$ cat config.mk
export PLATFORM = sky130hd
export DESIGN_NAME = tick_tone_sequencer_with_mode_button
export DESIGN_NICKNAME = d
export VERILOG_FILES = /design/src/rtl/ttsmb_pkg.sv /design/src/rtl/ttsmb_ram.sv /design/src/rtl/tick_tone_sequencer_with_mode_button.sv
export VERILOG_INCLUDE_DIRS = /design/src /design/src/rtl
export SDC_FILE = /design/constraint.sdc
export NUM_CORES = 1
export LEC_CHECK = 0
export BUFFER_PORTS_ARGS = -buffer_cell sky130_fd_sc_hd__clkbuf_2
export CORE_MARGIN = 8
export CORE_UTILIZATION = 30
export DETAILED_ROUTE_END_ITERATION = 10
export PLACE_DENSITY = 0.4
export SLEW_MARGIN = 20
export SYNTH_ARGS = -nofsm -noshare
export SYNTH_HDL_FRONTEND = slang
export SYNTH_HIERARCHICAL = 1
export SYNTH_SLANG_ARGS = --single-unit
$ cat constraint.sdc
create_clock -name clock -period 12 [get_ports clock]
set_clock_uncertainty 0.15 [all_clocks]
set_input_delay 0.6 -clock clock [delete_from_list [all_inputs] [get_ports clock]]
set_output_delay 0.6 -clock clock [all_outputs]
set_load 0.1 [all_outputs]
$ cat src/rtl/tick_tone_sequencer_with_mode_button_defines.svh
// ----------------------------------------------------------------------------
// Tick tone sequencer assertion macros
// Shared concurrent assertion forms for the tick tone sequencer RTL.
// ----------------------------------------------------------------------------
`ifndef TICK_TONE_SEQUENCER_WITH_MODE_BUTTON_DEFINES_SVH
`define TICK_TONE_SEQUENCER_WITH_MODE_BUTTON_DEFINES_SVH

// Same-cycle implication
`define TTSMB_ASSERT_IMP(label, clk, rst, ante, cons, msg) \
   label: assert property (@(posedge clk) disable iff (rst) (ante) |-> (cons)) \
      else $error(msg);

// Next-cycle implication
`define TTSMB_ASSERT_NXT(label, clk, rst, ante, cons, msg) \
   label: assert property (@(posedge clk) disable iff (rst) (ante) |=> (cons)) \
      else $error(msg);

`endif

$ cat src/rtl/ttsmb_pkg.sv
// ----------------------------------------------------------------------------
// Tick tone sequencer package
// Transaction types, command codes and the power-up tune.
// ----------------------------------------------------------------------------
`default_nettype none

package ttsmb_pkg;

   typedef enum logic [1:0] {
      CMD_TICK  = 2'd0,
      CMD_START = 2'd1,
      CMD_STOP  = 2'd2,
      CMD_WRITE = 2'd3
   } cmd_type;

   typedef struct packed {
      cmd_type    cmd;
      logic       button;
      logic [3:0] entry_index;
      logic [7:0] entry_value;
   } req_type;

   typedef struct packed {
      logic       tone_level;
      logic       tick_wave;
      logic [1:0] mode;
      logic       playing;
   } rsp_type;

   // Entry index is 4 bits, so at most 8 (count, half-period) rows are writable
   localparam int MAX_ROWS = 8;

   localparam logic [7:0] TUNE_DEFAULT [16] = '{
      8'd100, 8'd2, 8'd100, 8'd0, 8'd100, 8'd3, 8'd100, 8'd0,
      8'd0,   8'd0, 8'd0,   8'd0, 8'd0,   8'd0, 8'd0,   8'd0
   };

   // Power-up byte of a row: half selects the half-period byte over the count
   function automatic logic [7:0] tune_default(input logic [2:0] row, input logic half);
      return TUNE_DEFAULT[{row, half}];
   endfunction

endpackage

`default_nettype wire

$ cat src/rtl/ttsmb_ram.sv
// ----------------------------------------------------------------------------
// Tick tone sequencer RAM
// Generic RAM, one write port and two registered read ports (read-first).
// ----------------------------------------------------------------------------
`default_nettype none

module ttsmb_ram #(
   parameter int WIDTH = 8,
   parameter int DEPTH = 8
) (
   input  logic                                  clock,
   input  logic                                  wr_en,
   input  logic [((DEPTH > 1) ? $clog2(DEPTH) : 1)-1:0] wr_addr,
   input  logic [WIDTH-1:0]                      wr_data,
   input  logic [((DEPTH > 1) ? $clog2(DEPTH) : 1)-1:0] rd0_addr,
   output logic [WIDTH-1:0]                      rd0_data,
   input  logic [((DEPTH > 1) ? $clog2(DEPTH) : 1)-1:0] rd1_addr,
   output logic [WIDTH-1:0]                      rd1_data
);

   logic [WIDTH-1:0] mem [DEPTH];

   always_ff @(posedge clock) begin
      if (wr_en) begin
         mem[wr_addr] <= wr_data;
      end
      rd0_data <= mem[rd0_addr];
      rd1_data <= mem[rd1_addr];
   end

endmodule

`default_nettype wire

$ cat src/rtl/tick_tone_sequencer_with_mode_button.sv
// ----------------------------------------------------------------------------
// Tick tone sequencer with mode button
// Results are registered on acceptance; the next tune rows are prefetched from RAM.
// Throughput: one transaction per cycle while the skid stage is empty.
// Reset (synchronous): idle, counters and levels zero, power-up tune restored.
// ----------------------------------------------------------------------------
`default_nettype none
`include "tick_tone_sequencer_with_mode_button_defines.svh"

module tick_tone_sequencer_with_mode_button
   import ttsmb_pkg::*;
#(
   parameter int TABLE_DEPTH = 16
) (
   input  logic    clock,
   input  logic    reset,
   input  logic    req_valid,
   output logic    req_stall,
   input  req_type req_data,
   output logic    rsp_valid,
   input  logic    rsp_stall,
   output rsp_type rsp_data
);

   localparam int HALF_DEPTH = TABLE_DEPTH / 2;
   localparam int ROWS = (HALF_DEPTH < MAX_ROWS) ? HALF_DEPTH : MAX_ROWS;
   localparam int AW = (ROWS > 1) ? $clog2(ROWS) : 1;
   localparam int RW = $clog2(ROWS + 1);
   localparam logic [RW:0] ROWS_L = (RW + 1)'(ROWS);

   // Sequencer state
   logic          wave_ff, wave_in;
   logic          piezo_ff, piezo_in;
   logic [1:0]    mode_ff, mode_in;
   logic [7:0]    hold_ff, hold_in;
   logic          act_ff, act_in;
   logic          pend_ff, pend_in;
   logic [RW-1:0] row_ff, row_in;
   logic [7:0]    half_ff, half_in;
   logic [7:0]    tog_ff, tog_in;
   logic [7:0]    rld_ff, rld_in;

   // Table storage and prefetch ([k][p]: k 0 count / 1 half-period, p 0 row / 1 row+1)
   logic          ent_vld_ff [2][ROWS];
   logic          hit_ff     [2][2];
   logic          vld_ff     [2][2];
   logic [7:0]    byp_ff     [2][2];
   logic [7:0]    ram_q      [2][2];
   logic [7:0]    val        [2][2];

   logic          acc;
   logic          wr_ok;
   logic [3:0]    wr_row4;
   logic [AW-1:0] wr_addr;
   logic          wr_half;
   logic [RW:0]   row_a, row_b;
   logic          in_a, in_b;
   logic [RW-1:0] row_nx;
   logic [RW:0]   rownx_b;
   logic [AW-1:0] addr_a, addr_b;
   logic          nx_in_a, nx_in_b;
   logic          ld2;
   logic [7:0]    ld2_cnt, ld2_half;
   logic          ld2_in;

   // Output register plus skid stage
   logic          out_v_ff, skid_v_ff;
   rsp_type       out_ff, skid_ff;
   rsp_type       res;
   logic          pop;

   assign acc       = req_valid && !req_stall;
   assign req_stall = skid_v_ff;
   assign rsp_valid = out_v_ff;
   assign rsp_data  = out_ff;
   assign pop       = out_v_ff && !rsp_stall;

   assign wr_row4 = {1'b0, req_data.entry_index[3:1]};
   assign wr_addr = req_data.entry_index[AW:1];
   assign wr_half = req_data.entry_index[0];
   assign wr_ok   = acc && (req_data.cmd == CMD_WRITE) && (wr_row4 < 4'(ROWS));

   // Current rows and their table bytes
   assign row_a = {1'b0, row_ff};
   assign row_b = row_a + (RW + 1)'(1);
   assign in_a  = row_a < ROWS_L;
   assign in_b  = row_b < ROWS_L;

   always_comb begin
      for (int k = 0; k < 2; k++) begin
         for (int p = 0; p < 2; p++) begin
            if (hit_ff[k][p]) begin
               val[k][p] = byp_ff[k][p];
            end else if (vld_ff[k][p]) begin
               val[k][p] = ram_q[k][p];
            end else begin
               val[k][p] = tune_default((p == 0) ? 3'(row_a) : 3'(row_b), 1'(k));
            end
         end
      end
   end

   // Prefetch addresses follow the next row
   assign row_nx  = reset ? '0 : row_in;
   assign rownx_b = {1'b0, row_nx} + (RW + 1)'(1);
   assign addr_a  = row_nx[AW-1:0];
   assign addr_b  = rownx_b[AW-1:0];
   assign nx_in_a = {1'b0, row_nx} < ROWS_L;
   assign nx_in_b = rownx_b < ROWS_L;

   for (genvar g = 0; g < 2; g++) begin : g_ram
      ttsmb_ram #(
         .WIDTH (8),
         .DEPTH (ROWS)
      ) u_ram (
         .clock    (clock),
         .wr_en    (wr_ok && (wr_half == 1'(g))),
         .wr_addr  (wr_addr),
         .wr_data  (req_data.entry_value),
         .rd0_addr (addr_a),
         .rd0_data (ram_q[g][0]),
         .rd1_addr (addr_b),
         .rd1_data (ram_q[g][1])
      );
   end

   always_ff @(posedge clock) begin
      if (reset) begin
         for (int k = 0; k < 2; k++) begin
            for (int r = 0; r < ROWS; r++) begin
               ent_vld_ff[k][r] <= 1'b0;
            end
            for (int p = 0; p < 2; p++) begin
               hit_ff[k][p] <= 1'b0;
               vld_ff[k][p] <= 1'b0;
            end
         end
      end else begin
         for (int k = 0; k < 2; k++) begin
            if (wr_ok && (wr_half == 1'(k))) begin
               ent_vld_ff[k][wr_addr] <= 1'b1;
            end
            vld_ff[k][0] <= nx_in_a && ent_vld_ff[k][addr_a];
            vld_ff[k][1] <= nx_in_b && ent_vld_ff[k][addr_b];
            // A write in this cycle is not yet in the RAM read data
            hit_ff[k][0] <= wr_ok && (wr_half == 1'(k)) && (wr_addr == addr_a);
            hit_ff[k][1] <= wr_ok && (wr_half == 1'(k)) && (wr_addr == addr_b);
         end
      end
      for (int k = 0; k < 2; k++) begin
         for (int p = 0; p < 2; p++) begin
            byp_ff[k][p] <= req_data.entry_value;
         end
      end
   end

   // Second load of a tick reads the row after a pending start's first row
   assign ld2_cnt  = pend_ff ? val[0][1] : val[0][0];
   assign ld2_half = pend_ff ? val[1][1] : val[1][0];
   assign ld2_in   = pend_ff ? in_b : in_a;

   always_comb begin
      wave_in  = wave_ff;
      piezo_in = piezo_ff;
      mode_in  = mode_ff;
      hold_in  = hold_ff;
      act_in   = act_ff;
      pend_in  = pend_ff;
      row_in   = row_ff;
      half_in  = half_ff;
      tog_in   = tog_ff;
      rld_in   = rld_ff;
      ld2      = 1'b0;
      if (acc) begin
         case (req_data.cmd)
            CMD_TICK: begin
               wave_in = !wave_ff;
               if (req_data.button) begin
                  if (hold_ff != 8'hFF) begin
                     hold_in = hold_ff + 8'd1;
                  end
               end else if (hold_ff != 8'd0) begin
                  mode_in = mode_ff + 2'd1;
                  hold_in = 8'd0;
               end
               if (pend_ff) begin
                  pend_in = 1'b0;
                  if (!in_a || (val[0][0] == 8'd0)) begin
                     act_in = 1'b0;
                  end else begin
                     tog_in  = val[0][0];
                     half_in = val[1][0];
                     rld_in  = val[1][0];
                     row_in  = row_ff + RW'(1);
                  end
               end
               if (act_in) begin
                  if (half_in != 8'd0) begin
                     half_in = half_in - 8'd1;
                     if (half_in == 8'd0) begin
                        piezo_in = !piezo_ff;
                        if (tog_in != 8'd0) begin
                           tog_in = tog_in - 8'd1;
                        end
                        if (tog_in == 8'd0) begin
                           ld2 = 1'b1;
                        end else begin
                           half_in = rld_in;
                        end
                     end
                  end else begin
                     // rest
                     if (tog_in != 8'd0) begin
                        tog_in = tog_in - 8'd1;
                     end
                     if (tog_in == 8'd0) begin
                        ld2 = 1'b1;
                     end
                  end
                  if (ld2) begin
                     if (!ld2_in || (ld2_cnt == 8'd0)) begin
                        act_in = 1'b0;
                     end else begin
                        tog_in  = ld2_cnt;
                        half_in = ld2_half;
                        rld_in  = ld2_half;
                        row_in  = row_in + RW'(1);
                     end
                  end
               end
            end
            CMD_START: begin
               act_in  = 1'b1;
               pend_in = 1'b1;
               row_in  = '0;
            end
            CMD_STOP: begin
               act_in  = 1'b0;
               pend_in = 1'b0;
            end
            CMD_WRITE: begin
               // Keep the reload value in step with the current pair's half-period byte
               if (wr_ok && wr_half && (row_ff != '0) &&
                   (4'(row_ff) == wr_row4 + 4'd1)) begin
                  rld_in = req_data.entry_value;
               end
            end
            default: begin
            end
         endcase
      end
   end

   always_ff @(posedge clock) begin
      if (reset) begin
         wave_ff  <= 1'b0;
         piezo_ff <= 1'b0;
         mode_ff  <= 2'd0;
         hold_ff  <= 8'd0;
         act_ff   <= 1'b0;
         pend_ff  <= 1'b0;
         row_ff   <= '0;
         half_ff  <= 8'd0;
         tog_ff   <= 8'd0;
         rld_ff   <= 8'd0;
      end else begin
         wave_ff  <= wave_in;
         piezo_ff <= piezo_in;
         mode_ff  <= mode_in;
         hold_ff  <= hold_in;
         act_ff   <= act_in;
         pend_ff  <= pend_in;
         row_ff   <= row_in;
         half_ff  <= half_in;
         tog_ff   <= tog_in;
         rld_ff   <= rld_in;
      end
   end

   assign res.tone_level = piezo_in;
   assign res.tick_wave  = wave_in;
   assign res.mode       = mode_in;
   assign res.playing    = act_in;

   always_ff @(posedge clock) begin
      if (reset) begin
         out_v_ff  <= 1'b0;
         skid_v_ff <= 1'b0;
      end else begin
         if (pop || !out_v_ff) begin
            if (skid_v_ff) begin
               out_v_ff  <= 1'b1;
               skid_v_ff <= 1'b0;
            end else begin
               out_v_ff <= acc;
            end
         end else if (acc) begin
            skid_v_ff <= 1'b1;
         end
      end
      if (pop || !out_v_ff) begin
         out_ff <= skid_v_ff ? skid_ff : res;
      end else if (acc) begin
         skid_ff <= res;
      end
   end

   `TTSMB_ASSERT_IMP(a_skid_behind_out, clock, reset, skid_v_ff, out_v_ff,
      "skid stage holds a transaction while the output register is empty")
   `TTSMB_ASSERT_IMP(a_pend_active, clock, reset, pend_ff, act_ff && (row_ff == '0),
      "start pending without playback at the first row")
   `TTSMB_ASSERT_IMP(a_row_range, clock, reset, act_ff, ({1'b0, row_ff} <= ROWS_L),
      "row pointer past the end of the tune")
   `TTSMB_ASSERT_NXT(a_tick_wave, clock, reset, acc && (req_data.cmd == CMD_TICK),
      wave_ff != $past(wave_ff), "tick did not invert the square wave")

endmodule

`default_nettype wire

==> out/results.ini <==
[critical_path]
setup.worst_path.end_class=register
crit_path_max_fanout=41
path_cells=inv_1 -> nor2_2 -> nand2_4 -> a21oi_1 -> ha_1 -> inv_1 -> nor3_1 -> nor4b_1 -> nor2_2 -> a221oi_4 -> a21o_1 -> o2111a_1 -> a21o_2 -> buf_4 -> inv_6 -> ha_2 -> o32a_1 -> inv_1 -> buf_4 -> mux4_1 -> mux2_2
worst_path_dominant_cell_family=simple AND/OR/NAND/NOR gates
worst-path-buf-inv=6
critical_path_class=reg2reg
worst-endpoint-required_ns=12.30
startpoint_type=register
critical-path-slowest-cell=sky130_fd_sc_hd__dfxtp_1
worstPathArrival_ns=9.35
critical_path.max_stage_delay_ns=0.95
cp_common_cell=sky130_fd_sc_hd__inv_1

[routing]
remaining_drcs=0
vias_per_cell=5.37
total_routed_wirelength_mm=40.2
detail-route-antenna-nets=0
first_pass_iters=6
wl_per_cell_um=23.4
dr_total_vias=9246
drt_iter0_markers=656

[clocking]
cts_made_buffers=29
postCtsResizedCells=0
clock_insertion_delay_worst_skew_ns=0.56
numClockSinks=246
cts_hold_buffers=0
cts_tree=built
post-cts-setup-buffers=0
worst_setup_hold_path_clk_slew_ns=0.06
clk_path_buf_depth=3
buffer_type_at_the_clock_tree_root=sky130_fd_sc_hd__clkbuf_16
cts-htree-levels=1

[timing]
setup_slack_ns=2.95
slew_headroom_pct=26.9
actual_slew_at_the_worst_max_slew_pin_ns=1.09
highest_clock_rate_mhz=110
finalSetupTns_ns=0
fin_crit_ns=9.05
grt_setup_unrepaired=no
hold_violations=0
timing.final.max_slew_violations=0
setup_viol=0
final_clock_period_utilization_by_the_worst_path_pct=75.4

[die]
design.core.area_mm2=0.0431
core.rowCount=76
design.die.area_mm2=0.0506
chipHeight_um=225
die_extent_in_x_um=225
starting_density_of_the_core_pct=30.4
io_pins=26

[pwr]
report.power.total_w=0.00204
power_per_cell_area_mw_per_mm2=139
leakage_power_nw=5.11
vdd_drop_max_v=0.0000901

[grt]
grt_antenna_before_repair=0
grt_first_pass_wirelength_mm=61.2
grt_pass1_vias=9298
grt.total_usage_pct=15.8
largest_net_degree_at_the_start_of_global_routing=45
grt_overflow=0

[logic_synthesis]
post_synth_design_cell_area_mm2=0.0131
ys_async_sr_fraction_pct=0
synth_seq_area_share_pct=48.1
yosys_warns=6
synth_area_per_inst_um2=11.8
synthesis.nets=1139
number_of_instances_in_the_synthesized_netlist=1108
ys_ff_latch=246
synth-edff-count=138
ys_dominant_reg_cell=sky130_fd_sc_hd__edfxtp_1
unique_masters_post_synth=90

[finish]
insertedDiodeCount=0
synthToLayoutAreaGrowth_pct=11.9
final_nets=1146
finish.cell_count_without_fillers=1722
drive_gt1_share_pct=15.5

[min_path]
timing.hold.worst.class=in2reg

[placement]
detailedPlace.worstSlack_ns=2.95
routabilityCongestion=0.875
numPortBuffers=25
hpwl_mm=27.4
post-place-cells=1669

[run_status]
run_status=completed

[flow_run]
max-cap-violations=0

cell families after synthesis:
family / after synthesis / share of synthesized area [%]
AND/OR/NAND/NOR: 346 / 13.1
AO/OA/AOI/OAI: 250 / 13.4
flip-flops: 246 / 48.1
multiplexers: 127 / 18.1
buffers and inverters: 91 / 3.73
XOR/XNOR: 36 / 2.41
adder cells (fa/ha/maj): 12 / 1.15
cell usage after synthesis, types with 6 or more instances:
cell type	number	area [um^2]
sky130_fd_sc_hd__clkbuf_1	41	154
sky130_fd_sc_hd__buf_6	9	101
sky130_fd_sc_hd__o21ai_0	51	255
sky130_fd_sc_hd__mux4_1	58	1520
sky130_fd_sc_hd__a211o_1	7	61.3
sky130_fd_sc_hd__ha_1	12	150
sky130_fd_sc_hd__nor2b_1	9	56.3
sky130_fd_sc_hd__a22oi_1	11	82.6
sky130_fd_sc_hd__o22ai_1	11	68.8
sky130_fd_sc_hd__nor3_1	30	150
sky130_fd_sc_hd__a22o_1	7	61.3
sky130_fd_sc_hd__mux2_2	43	484
sky130_fd_sc_hd__nand2b_1	13	81.3
sky130_fd_sc_hd__and3_1	7	43.8
sky130_fd_sc_hd__edfxtp_1	138	4140
sky130_fd_sc_hd__a21o_1	7	52.6
sky130_fd_sc_hd__xor2_1	17	149
sky130_fd_sc_hd__nor4_1	8	50.1
sky130_fd_sc_hd__nor3b_1	6	45.0
sky130_fd_sc_hd__a21oi_1	56	280
sky130_fd_sc_hd__mux4_2	7	158
sky130_fd_sc_hd__mux2i_1	17	170
sky130_fd_sc_hd__a31oi_1	15	93.8
sky130_fd_sc_hd__nand2_1	75	282
sky130_fd_sc_hd__a211oi_1	20	150
sky130_fd_sc_hd__xnor2_1	19	166
sky130_fd_sc_hd__and2_1	12	75.1
sky130_fd_sc_hd__buf_1	6	22.5
sky130_fd_sc_hd__or3_1	7	43.8
sky130_fd_sc_hd__nor2_1	114	428
sky130_fd_sc_hd__dfxtp_1	108	2160
sky130_fd_sc_hd__o211ai_1	8	60.1
sky130_fd_sc_hd__nand4_1	13	81.3
sky130_fd_sc_hd__nand3_1	21	105
sky130_fd_sc_hd__buf_2	7	35.0
sky130_fd_sc_hd__inv_1	23	86.3
cell usage in the layout, fill, tap and decap left out, types with 8 or more instances in the layout:
cell type,n
sky130_fd_sc_hd__clkbuf_16,29
sky130_fd_sc_hd__nand4_1,13
sky130_fd_sc_hd__nor2_1,111
sky130_fd_sc_hd__o22ai_1,11
sky130_fd_sc_hd__and2_1,12
sky130_fd_sc_hd__o211ai_1,8
sky130_fd_sc_hd__a211oi_1,20
sky130_fd_sc_hd__clkinv_2,8
sky130_fd_sc_hd__dfxtp_1,108
sky130_fd_sc_hd__a31oi_1,15
sky130_fd_sc_hd__nand2b_1,13
sky130_fd_sc_hd__xor2_1,17
sky130_fd_sc_hd__mux2i_1,17
sky130_fd_sc_hd__xnor2_1,19
sky130_fd_sc_hd__a21oi_1,56
sky130_fd_sc_hd__mux4_1,58
sky130_fd_sc_hd__nor3_1,30
sky130_fd_sc_hd__nand3_1,21
sky130_fd_sc_hd__nor2b_1,9
sky130_fd_sc_hd__edfxtp_1,138
sky130_fd_sc_hd__nor4_1,8
sky130_fd_sc_hd__a22oi_1,11
sky130_fd_sc_hd__mux2_2,43
sky130_fd_sc_hd__o21ai_0,51
sky130_fd_sc_hd__buf_4,18
sky130_fd_sc_hd__ha_1,11
sky130_fd_sc_hd__inv_1,23
sky130_fd_sc_hd__clkbuf_2,25
sky130_fd_sc_hd__nand2_1,75
through the flow:
| step | instance area (um^2) | hold slack, ns | utilization, % |
|---|---|---|---|
| 6_report | 14700 | 0.200 | 34.0 |
| 3_3_place_gp | 13700 | 0.315 | 31.8 |
| 5_1_grt | 14700 | 0.252 | 34.0 |
| 4_1_cts | 14700 | 0.159 | 34.0 |
| 2_1_floorplan | 13100 | 0.292 | - |
| 3_5_place_dp | 13700 | 0.319 | 31.8 |
power by group:
group          switching (W)  internal [W]  total, W
sequential         0.0000207      0.000909  0.000930
combinational       0.000149     0.0000860  0.000235
clock               0.000355      0.000521  0.000875
total               0.000524       0.00152   0.00204
layer usage:
metal | track usage (%) | vias up | wire length (um)
li1 | - | 4334 | -
met1 | 21.7 | 4580 | 18900
met2 | 25.2 | 267 | 18200
met3 | 2.42 | 65 | 1910
met4 | 5.38 | 0 | 1200
met5 | 0 | - | 0
sequential cells by signal, indices dropped and copies added (netlist names), 5 cells and up:
name and flops:
hold_ff 8, g_ram.u_ram/rd1_data 16, tog_ff 8, g_ram.u_ram/rd0_data 16
g_ram.u_ram/mem 128, skid_ff 5, byp_ff 8, rsp_data 5
ent_vld_ff 16, rld_ff 8, half_ff 8
tightest hold or removal path, delay by kind of cell:
family	cells	cell delay, ns
buffers and inverters	1	0.10
AND/OR/NAND/NOR	2	0.16
path summary, 6_finish.rpt:
check / slack [ns] / endpoint / from / depth (start not counted)
setup / recovery: 2.95 / g_ram[0].u_ram/rd1_data[3] / pend_ff / 21
setup reg to reg: 2.95 / g_ram[0].u_ram/rd1_data[3] / pend_ff / 21
hold / removal: 0.20 / req_stall / req_valid / 3
hold reg to reg: 0.32 / rld_ff[7] / rld_ff[7] / 2
layout make-up:
| type | instances | area [um^2] |
|---|---|---|
| Clock inverter | 15 | 159 |
| Fill cell | 4303 | 28400 |
| Tap cell | 585 | 732 |
| Clock buffer | 38 | 779 |
| Timing Repair Buffer | 43 | 260 |
| Multi-Input combinational cell | 771 | 6320 |
| Sequential cell | 246 | 6310 |
| Inverter | 24 | 95.1 |
Power figures use the tool's default switching activity.
